## src/rtl/lmfr_pkg.sv

```systemverilog
// shared types and constants of the led matrix frame refresh block
package lmfr_pkg;

    // buffer geometry and field widths
    localparam int ROWS_DEF    = 8;
    localparam int ROW_W       = 3;
    localparam int COL_W       = 3;
    localparam int OP_W        = 2;
    localparam int DATA_W      = 8;
    localparam int ADDR_W      = 4;
    localparam int CFG_IDX_W   = 2;
    localparam int CFG_W       = 8;
    localparam int SETUP_WORDS = 5;

    // request codes
    typedef enum logic [1:0] {
        REQ_PIXEL   = 2'd0,
        REQ_ROW     = 2'd1,
        REQ_REFRESH = 2'd2,
        REQ_INIT    = 2'd3
    } t_req;

    // pixel operation codes, anything else toggles
    localparam logic [OP_W-1:0] OP_CLEAR = 2'd0;
    localparam logic [OP_W-1:0] OP_SET   = 2'd1;

    // configuration register indexes
    localparam logic [CFG_IDX_W-1:0] CFG_DECODE_MODE = 2'd0;
    localparam logic [CFG_IDX_W-1:0] CFG_INTENSITY   = 2'd1;
    localparam logic [CFG_IDX_W-1:0] CFG_SCAN_LIMIT  = 2'd2;

    // configuration reset values
    localparam logic [7:0] RST_DECODE_MODE = 8'd0;
    localparam logic [3:0] RST_INTENSITY   = 4'd1;
    localparam logic [2:0] RST_SCAN_LIMIT  = 3'd7;

    // driver chip register addresses
    localparam logic [ADDR_W-1:0] ADDR_DECODE    = 4'h9;
    localparam logic [ADDR_W-1:0] ADDR_INTENSITY = 4'hA;
    localparam logic [ADDR_W-1:0] ADDR_SCANLIMIT = 4'hB;
    localparam logic [ADDR_W-1:0] ADDR_SHUTDOWN  = 4'hC;
    localparam logic [ADDR_W-1:0] ADDR_TEST      = 4'hF;

    // setup word positions within an init run
    localparam int WORD_DECODE    = 0;
    localparam int WORD_INTENSITY = 1;
    localparam int WORD_SCANLIMIT = 2;
    localparam int WORD_SHUTDOWN  = 3;
    localparam int WORD_TEST      = 4;

    // column 0 is the row byte's most significant bit
    localparam logic [DATA_W-1:0] COL0_MASK = 8'h80;

    // sequencer states
    typedef enum logic [1:0] {
        ST_IDLE,
        ST_MODIFY,
        ST_REFRESH,
        ST_INIT
    } t_state;

endpackage

```

## src/rtl/led_matrix_frame_refresh.sv

```systemverilog
// top level: frame buffer memory and word sequencer for an 8x8 led driver chip
//
// Requests enter on start while busy is low, with req_type, row, col,
// pixel_op and row_data sampled at that edge. Words leave on o_reg_addr,
// o_reg_data and o_last, each shown for one cycle while o_valid is high;
// the receiver takes every word and cannot stall.
// A row load writes the buffer memory at the accept edge.
// A pixel request reads its row at the accept edge and writes it back in the
// cycle after, since the read port of the buffer memory is registered.
// A refresh keeps busy high while it makes one memory read per row; the
// first row is read at the accept edge and passes the read data register
// and the output register; the rest follow one per cycle, the last one flagged.
// An init keeps busy high while it emits decode mode, intensity, scan limit,
// shutdown and display test words, then ROWS zeroed row words, one per cycle,
// without touching the buffer.
// Configuration writes on i_cfg_we take effect at once.
// Reset clears every buffer row (per-row valid bits), the sequencer and the
// configuration registers to their defaults.
module led_matrix_frame_refresh
    import lmfr_pkg::*;
#(
    parameter int ROWS = ROWS_DEF
) (
    input  logic                 i_clk,
    input  logic                 i_rst_n,
    input  logic                 start,
    output logic                 busy,
    input  logic [1:0]           i_req_type,
    input  logic [ROW_W-1:0]     i_row,
    input  logic [COL_W-1:0]     i_col,
    input  logic [OP_W-1:0]      i_pixel_op,
    input  logic [DATA_W-1:0]    i_row_data,
    input  logic                 i_cfg_we,
    input  logic [CFG_IDX_W-1:0] i_cfg_idx,
    input  logic [CFG_W-1:0]     i_cfg_data,
    output logic                 o_valid,
    output logic [ADDR_W-1:0]    o_reg_addr,
    output logic [DATA_W-1:0]    o_reg_data,
    output logic                 o_last
);

    localparam int AW        = (ROWS > 1) ? $clog2(ROWS) : 1;
    localparam int INIT_LEN  = SETUP_WORDS + ROWS;
    localparam int CNT_W     = $clog2(INIT_LEN);
    localparam logic [ROW_W:0]   ROW_LIM     = (ROW_W + 1)'(ROWS);
    localparam logic [CNT_W-1:0] REFR_LAST   = CNT_W'(ROWS - 1);
    localparam logic [CNT_W-1:0] INIT_LAST   = CNT_W'(INIT_LEN - 1);

    t_state r_state, n_state;
    logic [CNT_W-1:0]  r_cnt, n_cnt;
    logic [AW-1:0]     r_row;
    logic [COL_W-1:0]  r_col;
    logic [OP_W-1:0]   r_op;
    logic              accept;
    logic              row_ok;
    t_req              req;

    // configuration registers
    logic [7:0] r_decode_mode;
    logic [3:0] r_intensity;
    logic [2:0] r_scan_limit;

    // frame buffer memory and per-row valid bits
    logic [DATA_W-1:0] r_mem [ROWS];
    logic [ROWS-1:0]   r_row_vld;
    logic [DATA_W-1:0] r_rd_data;
    logic              r_rd_hit;
    logic [DATA_W-1:0] rd_row;
    logic [AW-1:0]     rd_addr;
    logic              wr_en;
    logic [AW-1:0]     wr_addr;
    logic [DATA_W-1:0] wr_data;
    logic [DATA_W-1:0] bit_mask;

    // output register
    logic              r_valid, n_valid;
    logic [ADDR_W-1:0] r_addr, n_addr;
    logic [DATA_W-1:0] r_data, n_data;
    logic              r_last, n_last;

    assign busy    = (r_state != ST_IDLE);
    assign accept  = start && !busy;
    assign req     = t_req'(i_req_type);
    assign row_ok  = ({1'b0, i_row} < ROW_LIM);
    assign rd_row  = r_rd_hit ? r_rd_data : '0;
    assign bit_mask = COL0_MASK >> r_col;

    // configuration writes
    always_ff @(posedge i_clk) begin
        if (!i_rst_n) begin
            r_decode_mode <= RST_DECODE_MODE;
            r_intensity   <= RST_INTENSITY;
            r_scan_limit  <= RST_SCAN_LIMIT;
        end else if (i_cfg_we) begin
            case (i_cfg_idx)
                CFG_DECODE_MODE: r_decode_mode <= i_cfg_data[7:0];
                CFG_INTENSITY:   r_intensity   <= i_cfg_data[3:0];
                CFG_SCAN_LIMIT:  r_scan_limit  <= i_cfg_data[2:0];
                default: ;
            endcase
        end
    end

    // buffer memory, one write and one registered read per cycle
    always_ff @(posedge i_clk) begin
        if (wr_en) begin
            r_mem[wr_addr] <= wr_data;
        end
        r_rd_data <= r_mem[rd_addr];
    end

    // row valid bits, a row never written reads as zero
    always_ff @(posedge i_clk) begin
        if (!i_rst_n) begin
            r_row_vld <= '0;
            r_rd_hit  <= 1'b0;
        end else begin
            if (wr_en) begin
                r_row_vld[wr_addr] <= 1'b1;
            end
            r_rd_hit <= r_row_vld[rd_addr];
        end
    end

    // pixel request capture
    always_ff @(posedge i_clk) begin
        if (accept) begin
            r_row <= i_row[AW-1:0];
            r_col <= i_col;
            r_op  <= i_pixel_op;
        end
    end

    // sequencer state and word counter
    always_ff @(posedge i_clk) begin
        if (!i_rst_n) begin
            r_state <= ST_IDLE;
            r_cnt   <= '0;
        end else begin
            r_state <= n_state;
            r_cnt   <= n_cnt;
        end
    end

    // next state
    always_comb begin
        n_state = r_state;
        n_cnt   = r_cnt;
        case (r_state)
            ST_IDLE: begin
                if (accept) begin
                    n_cnt = '0;
                    case (req)
                        REQ_PIXEL:   n_state = row_ok ? ST_MODIFY : ST_IDLE;
                        REQ_REFRESH: n_state = ST_REFRESH;
                        REQ_INIT:    n_state = ST_INIT;
                        default:     n_state = ST_IDLE;
                    endcase
                end
            end
            ST_MODIFY: begin
                n_state = ST_IDLE;
            end
            ST_REFRESH: begin
                if (r_cnt == REFR_LAST) begin
                    n_state = ST_IDLE;
                    n_cnt   = '0;
                end else begin
                    n_cnt = r_cnt + 1'b1;
                end
            end
            ST_INIT: begin
                if (r_cnt == INIT_LAST) begin
                    n_state = ST_IDLE;
                    n_cnt   = '0;
                end else begin
                    n_cnt = r_cnt + 1'b1;
                end
            end
            default: begin
                n_state = ST_IDLE;
                n_cnt   = '0;
            end
        endcase
    end

    // memory access and emitted words
    always_comb begin
        rd_addr = i_row[AW-1:0];
        wr_en   = 1'b0;
        wr_addr = i_row[AW-1:0];
        wr_data = i_row_data;
        n_valid = 1'b0;
        n_addr  = r_addr;
        n_data  = r_data;
        n_last  = 1'b0;
        case (r_state)
            ST_IDLE: begin
                if (req == REQ_REFRESH) begin
                    rd_addr = '0;
                end
                wr_en = accept && (req == REQ_ROW) && row_ok;
            end
            ST_MODIFY: begin
                wr_en   = 1'b1;
                wr_addr = r_row;
                case (r_op)
                    OP_CLEAR: wr_data = rd_row & ~bit_mask;
                    OP_SET:   wr_data = rd_row | bit_mask;
                    default:  wr_data = rd_row ^ bit_mask;
                endcase
            end
            ST_REFRESH: begin
                rd_addr = AW'(r_cnt + 1'b1);
                n_valid = 1'b1;
                n_addr  = ADDR_W'(r_cnt + 1'b1);
                n_data  = rd_row;
                n_last  = (r_cnt == REFR_LAST);
            end
            ST_INIT: begin
                n_valid = 1'b1;
                n_last  = (r_cnt == INIT_LAST);
                case (r_cnt)
                    CNT_W'(WORD_DECODE): begin
                        n_addr = ADDR_DECODE;
                        n_data = r_decode_mode;
                    end
                    CNT_W'(WORD_INTENSITY): begin
                        n_addr = ADDR_INTENSITY;
                        n_data = {4'd0, r_intensity};
                    end
                    CNT_W'(WORD_SCANLIMIT): begin
                        n_addr = ADDR_SCANLIMIT;
                        n_data = {5'd0, r_scan_limit};
                    end
                    CNT_W'(WORD_SHUTDOWN): begin
                        n_addr = ADDR_SHUTDOWN;
                        n_data = 8'd1;
                    end
                    CNT_W'(WORD_TEST): begin
                        n_addr = ADDR_TEST;
                        n_data = 8'd0;
                    end
                    default: begin
                        n_addr = ADDR_W'(r_cnt - CNT_W'(SETUP_WORDS) + 1'b1);
                        n_data = 8'd0;
                    end
                endcase
            end
            default: ;
        endcase
    end

    // output register, one word per cycle
    always_ff @(posedge i_clk) begin
        if (!i_rst_n) begin
            r_valid <= 1'b0;
        end else begin
            r_valid <= n_valid;
        end
        r_addr <= n_addr;
        r_data <= n_data;
        r_last <= n_last;
    end

    assign o_valid    = r_valid;
    assign o_reg_addr = r_addr;
    assign o_reg_data = r_data;
    assign o_last     = r_valid && r_last;

endmodule

```

## config.mk

```make
export PLATFORM = sky130hd
export DESIGN_NAME = led_matrix_frame_refresh
export DESIGN_NICKNAME = d
export VERILOG_FILES = /design/src/rtl/lmfr_pkg.sv /design/src/rtl/led_matrix_frame_refresh.sv
export SDC_FILE = /design/constraint.sdc
export NUM_CORES = 1
export LEC_CHECK = 0
export BUFFER_PORTS_ARGS = -buffer_cell sky130_fd_sc_hd__clkbuf_2
export CORE_AREA = 2 2 106 108
export DETAILED_ROUTE_END_ITERATION = 10
export DIE_AREA = 0 0 108 110
export HOLD_SLACK_MARGIN = 0.06
export PLACE_DENSITY = 0.72
export REMOVE_ABC_BUFFERS = 1
export SYNTH_ARGS = -nofsm -noshare
export SYNTH_HDL_FRONTEND = slang
export SYNTH_SLANG_ARGS = --single-unit
```

## constraint.sdc

```tcl
create_clock -name i_clk -period 1.95 [get_ports i_clk]
set_input_delay 0.0975 -clock i_clk [delete_from_list [all_inputs] [get_ports i_clk]]
set_output_delay 0.0975 -clock i_clk [all_outputs]
set_load 0.01 [all_outputs]
```

==> results_dict.tcl, run 1 <==
set metrics [dict create \
    synth_flop_cell "edfxtp_1" \
    antenna_left 0 \
    period_minus_slack_ns 2.02 \
    design.core.area_mm2 0.0107 \
    synth_top_area_share_pct 44.7 \
    fp.dieH_um 110 \
    tightest_slew_ns 0.611 \
    synth_area_leader_cell "edfxtp_1" \
    synth_seq_area_share_pct 58.9 \
    layoutNonFillerInstCount 743 \
    dieArea_mm2 0.0119 \
    ys_warn_count 0 \
    critPathLaunchType "flop" \
    io_buffers 46 \
    gp_congestion 0.864 \
    clk_path_buf_depth 2 \
    hp-class "input pin to flop" \
    worstPathMaxFanout 8 \
    power_density_mw_per_mm2 956 \
    io_pins 47 \
    drt_iter0_drc 268 \
    vias 4215 \
    critical_path_arrival_ns 2.31 \
    setup_slack_ns -0.0703 \
    synth-edff-count 84 \
    overflow 0 \
    cts.htree.levels 4 \
    critPathKind "flop to flop" \
    vias_per_cell 5.67 \
    rsz0062_at_grt "true" \
    antenna_cells 0 \
    p_leak_nw 3.17 \
    cts_sinks 124 \
    ir_drop_v 0.000681 \
    drc 0 \
    track_usage_pct 23.4 \
    grt_pass1_vias 4055 \
    status "finished, violations left" \
    hold_viol_final 0 \
    synth.most_common_cell "edfxtp_1" \
    rows 38 \
    root_buffer "clkbuf_8" \
    drv_slew 0 \
    syn_area_per_cell_um2 12.3 \
    fin_worst_skew_ns 0.00787 \
    syn_to_final_growth_pct 34.3 \
    wl_per_cell_um 18.8 \
    die_x_um 108 \
    grt_pass1_wl_mm 20.4 \
    cts_buffers 17 \
    netlist_top_cells_area "edfxtp_1, dfxtp_1, mux2i_1" \
    worst_ep_required_time_ns 2.24 \
    pre_cts_slack_ns -0.384 \
    synthTopCellsByCount "edfxtp_1, mux2i_1, dfxtp_1, nand2_1, nor2_1" \
    first_pass_iters 5 \
    fmax_mhz 495 \
    clock_latency_ns 0.53 \
    fin_setup_tns_ns -0.555 \
    drive_gt1_share_pct 28.7 \
    hpwl_mm 8.28 \
    grt_max_degree 34 \
    cap_violations 0 \
    cts.clk_slew.worst_paths_ns 0.06 \
    placed_cells 671 \
    finalWirelength_mm 14.0 \
    syn_area_mm2 0.00564 \
    nNetsFinal 649 \
    relSlewSlack_pct 59.3 \
    synthArstFlopShare_pct 0 \
    synthCells 458 \
    initial_core_util_pct 52.7 \
    setup_viol 8 \
    period_share_pct 104 \
    violations "negative setup slack" \
    ys_seq_elements 124 \
    cts_tree "yes" \
    synth_cell_types 50 \
    antenna_found_initial 0 \
    crit_path_end_kind "flop" \
]
## per-stage QoR
step	instance area, um^2	util, %	total power [mW]	hold slack (ns)
after global placement	6360	59.4	3.69	0.302
after detailed placement	6360	59.4	3.71	0.304
final	7570	70.8	7.24	0.0741
after global routing	7570	70.8	7.45	0.115
after CTS	7420	69.3	7.19	0.0698
after floorplan	5520	-	3.42	0.159
## power by group
group	total, mW	leakage (nW)	switching [mW]	internal (mW)
sequential	2.99	1.10	0.0646	2.93
combinational	0.869	1.76	0.446	0.423
clock	3.38	0.310	1.16	2.21
total	7.24	3.17	1.67	5.56
## worst max-delay path, stage by stage (launching register included)
cell and delay (ns):
edfxtp_1 0.47, or3b_4 0.42, ha_1 0.20, a211oi_2 0.22, a21oi_1 0.10, o21ai_2 0.38
## layer usage
layer  part of all wire [%]  GRT usage, %  vias up
li1                       -             -     1959
met1                     40          26.0     2066
met2                     53          42.5      154
met3                    4.6          4.94       36
met4                    2.8          11.7        0
met5                      0             0        -
## state kept, by name, summed over array words and instances, names as in the netlist
name	count
r_decode_mode	8
r_row	3
r_cnt	4
r_rd_data	8
r_last	1
o_valid	1
r_mem	64
r_row_vld	8
r_rd_hit	1
r_state	2
r_scan_limit	3
r_col	3
r_intensity	4
o_reg_data	8
r_op	2
o_reg_addr	4
## path summary, 6_finish.rpt
kind                               startpoint            to  slack [ns]  depth (start not counted)
worst max-delay path                 r_col[2]   r_mem[2][5]       -0.07                          5
worst min-delay path            i_req_type[1]    r_state[0]        0.07                          4
worst max register to register       r_col[2]   r_mem[2][5]       -0.07                          5
worst min register to register   r_row_vld[4]  r_row_vld[4]        0.46                          1
## cell type report
class                           instances  area, um^2
Clock buffer                           18         418
Tap cell                              140         175
Clock inverter                         14         218
Inverter                               23        86.3
Sequential cell                       124        3330
Timing Repair Buffer                  134        1070
Fill cell                             679        3120
Multi-Input combinational cell        290        2280
## placed cells by master (no fill, tap or decap), types with 3 or more instances in the layout
cell type	n
clkbuf_2	46
mux2i_1	55
bufinv_16	5
nor2b_1	16
clkbuf_16	16
nand3b_1	6
inv_2	3
clkinv_4	4
a22o_1	9
nor3_1	3
o21ai_0	9
a21oi_2	4
nor3b_1	4
and2_1	4
a21oi_1	11
edfxtp_1	84
nand2_1	35
dlygate4sd3_1	27
dfxtp_1	35
nand3_1	5
a221oi_2	6
a22oi_1	4
o22ai_1	5
nor2_1	31
dfxtp_2	5
o21ai_2	4
buf_4	52
buf_12	7
o21a_1	8
ha_1	26
a211oi_1	4
inv_1	20
a31oi_1	5
## cells by family (layout without fill, tap and decap cells)
group / count (synthesis) / after routing / share of synthesized area, %
compound gates: 92 / 92 / 11.5
xor+xnor: 2 / 2 / 0.311
fa+ha+maj: 27 / 27 / 5.99
buf+inv: 44 / 189 / 3.62
flops: 124 / 124 / 58.9
mux: 56 / 56 / 9.94
simple gates: 113 / 113 / 9.69
## repair_timing
item | 4_1_cts | 5_1_grt
setup endpoints to repair | 57 | 60
gates resized for setup | 17 | 28
buffers inserted | 10 | 2
endpoints found under the hold margin | 79 | 8
hold buffers | 26 | 1
gates cloned | 1 | 0
pin swaps | 5 | 9
Power figures use the tool's default switching activity.
==> run 2, diff against run 1 <==
- ABC_AREA: unset -> 1
- CORE_AREA: 2 2 106 108 -> 2 2 102 104
- DIE_AREA: 0 0 108 110 -> 0 0 104 106
- PLACE_DENSITY: 0.72 -> 0.77
- clock period: 1.95 -> 2.1 ns (I/O delays scaled with it)
==> results_dict.tcl, run 2 <==
set metrics [dict create \
    fin_worst_skew_ns 0.00857 \
    worstPathMaxFanout 22 \
    whs_ns 0.0594 \
    synth_area_leader_cell "edfxtp_1" \
    vias_per_cell 5.38 \
    hold_viol_final 0 \
    syn_to_final_growth_pct 21.3 \
    synthCells 618 \
    postLayoutCoreUtil_pct 71.1 \
    crit_cells 9 \
    synth_seq_area_share_pct 56.7 \
    critPathLaunchType "flop" \
    io_pins 47 \
    setup_slack_ns 0.153 \
    regMostFlops "r_mem" \
    finalWirelength_mm 13.8 \
    vias 4594 \
    r2r_end "r_rd_hit" \
    synth-edff-count 84 \
    period_share_pct 92.7 \
    initial_core_util_pct 58.6 \
    final_cell_mix "nand2_1, edfxtp_1, inv_1, clkbuf_2, dfxtp_1" \
    cts_buffers 17 \
    relSlewSlack_pct 64.1 \
    syn_area_per_cell_um2 9.49 \
    cp_slowest_cell "dfxtp_1" \
    tightest_slew_ns 0.538 \
    overflow 0 \
    antenna_found_initial 0 \
    hp-start "i_cfg_we" \
    track_usage_pct 25.9 \
    root_buffer "clkbuf_8" \
    ff2ff_setup_slack_ns 0.15 \
    hp-class "input pin to flop" \
    rsz0062_at_grt "false" \
    hpwl_mm 8.79 \
    r2r-start "r_cnt[0]" \
    placedInstanceArea_mm2 0.00628 \
    io_buffers 46 \
    fmax_mhz 514 \
    cts_tree "yes" \
    synth_top_area_share_pct 43.0 \
    ys_warn_count 0 \
    critPathBufInv 2 \
    cts.htree.levels 4 \
    status "completed" \
    postCtsSetupBuffers 0 \
    critPathKind "flop to flop" \
    netlist_top_cells_area "edfxtp_1, dfxtp_1, nand2_1" \
    fp.dieH_um 106 \
    cap_violations 0 \
    die_x_um 104 \
    rows 37 \
    grt_max_degree 49 \
    syn_area_mm2 0.00586 \
    wl_per_cell_um 16.2 \
    final_common_cell "nand2_1" \
    crit_path_end_kind "flop" \
    power_density_mw_per_mm2 888 \
    dieArea_mm2 0.0110 \
    antenna_left 0 \
    cts.clk_slew.worst_paths_ns 0.06 \
    fin_setup_tns_ns 0 \
    largest_register_ffs 64 \
    startpoint "r_cnt[0]" \
    clk_path_buf_depth 2 \
    nNetsFinal 764 \
    max_stage_delay_ns 0.44 \
    pre_cts_slack_ns 0.103 \
    drv_slew 0 \
    gp_congestion 0.871 \
    drc 0 \
    synthTopCellsByCount "nand2_1, edfxtp_1, inv_1, dfxtp_1, nor2_1" \
    drive_gt1_share_pct 17.4 \
    clock_latency_ns 0.52 \
    grt_pass1_wl_mm 21.8 \
    period_minus_slack_ns 1.95 \
    grt_pass1_vias 4458 \
    first_pass_iters 5 \
    p_leak_nw 3.16 \
    drt_iter0_drc 400 \
    synthArstFlopShare_pct 0 \
    cts_sinks 124 \
    worst_ep_required_time_ns 2.50 \
    reg2reg_depth 9 \
    ir_drop_v 0.000725 \
    synth_cell_types 34 \
    worstHoldPathCells 5 \
    synth.most_common_cell "nand2_1" \
    path_cells "inv_1, ha_1, nand2_4, nand2_4, buf_4, nand3_1, nand2_1, nor2_1, nor2_1" \
    cp-endpoint "r_rd_hit" \
    ys_seq_elements 124 \
    synth_flop_cell "edfxtp_1" \
    antenna_cells 0 \
    setup_viol 0 \
    cp_top_family "simple AND/OR/NAND/NOR gates" \
    finish.instance_area_mm2 0.00711 \
    design.core.area_mm2 0.0100 \
    critical_path_arrival_ns 2.35 \
]
## run 2: changes by cell type in the layout (fill, tap and decap cells not counted), moves of 19 or more
cell | previous run | this run
mux2i_1 | 55 | 0
nand3_1 | 5 | 26
inv_1 | 20 | 76
nand2_1 | 35 | 171
buf_4 | 52 | 14
o21ai_0 | 9 | 28
## run 2: cells by family after synthesis
| family | Yosys count | synth area share, % |
|---|---|---|
| AND/OR/NAND/NOR | 256 | 19.0 |
| flip-flops | 124 | 56.7 |
| buffers and inverters | 109 | 7.96 |
| AO/OA/AOI/OAI | 100 | 10.3 |
| adder cells (fa/ha/maj) | 27 | 5.76 |
| XOR/XNOR | 2 | 0.299 |
## run 2: routing by layer
metal | vias up | wire length [um] | track usage, %
met2 | 143 | 6990 | 44.4
met1 | 2199 | 5830 | 32.5
li1 | 2226 | - | -
met5 | - | 0 | 0
met3 | 26 | 724 | 6.32
met4 | 0 | 268 | 8.59
## run 2: area by class of cell
cell class              instances  area (um^2)
inverters                      89          343
fillers                       700         2890
clock inverters                 7         62.6
multi-input cells             385         2080
repair buffers                 88          636
flip-flops and latches        124         3320
well taps                     136          170
clock buffers                  25          495
## run 2: power breakdown
| group | switching (mW) | internal, mW | total, mW |
|---|---|---|---|
| Clock | 0.990 | 1.72 | 2.71 |
| Sequential | 0.0563 | 2.74 | 2.80 |
| Combinational | 0.522 | 0.285 | 0.807 |
## run 2: worst min-delay path by stage
stage / to / slack [ns]
final: r_intensity[1] / 0.06
after global routing: r_mem[3][0] / 0.08
after CTS: r_intensity[1] / 0.06
after detailed placement: r_col[0] / 0.28
after global placement: r_col[0] / 0.29
after floorplan: r_scan_limit[1] / 0.19
## run 2: stage by stage
step | std cells | power (mW)
CTS | 854 | 6.32
finish | 854 | 6.32
detailed placement | 796 | 3.59
floorplan | 598 | 3.32
global route | 854 | 6.54
global placement | 796 | 3.56
## run 2: tightest hold or removal path: cells and delay by family
family / cells / cell delay [ns]
compound gates: 1 / 0.14
simple gates: 2 / 0.12
buf+inv: 2 / 0.17
## run 2: timing repair
item	in CTS	in global routing
gates resized for setup	0	10
endpoints found under the setup margin	0	68
endpoints found under the hold margin	27	0
hold buffers	26	0
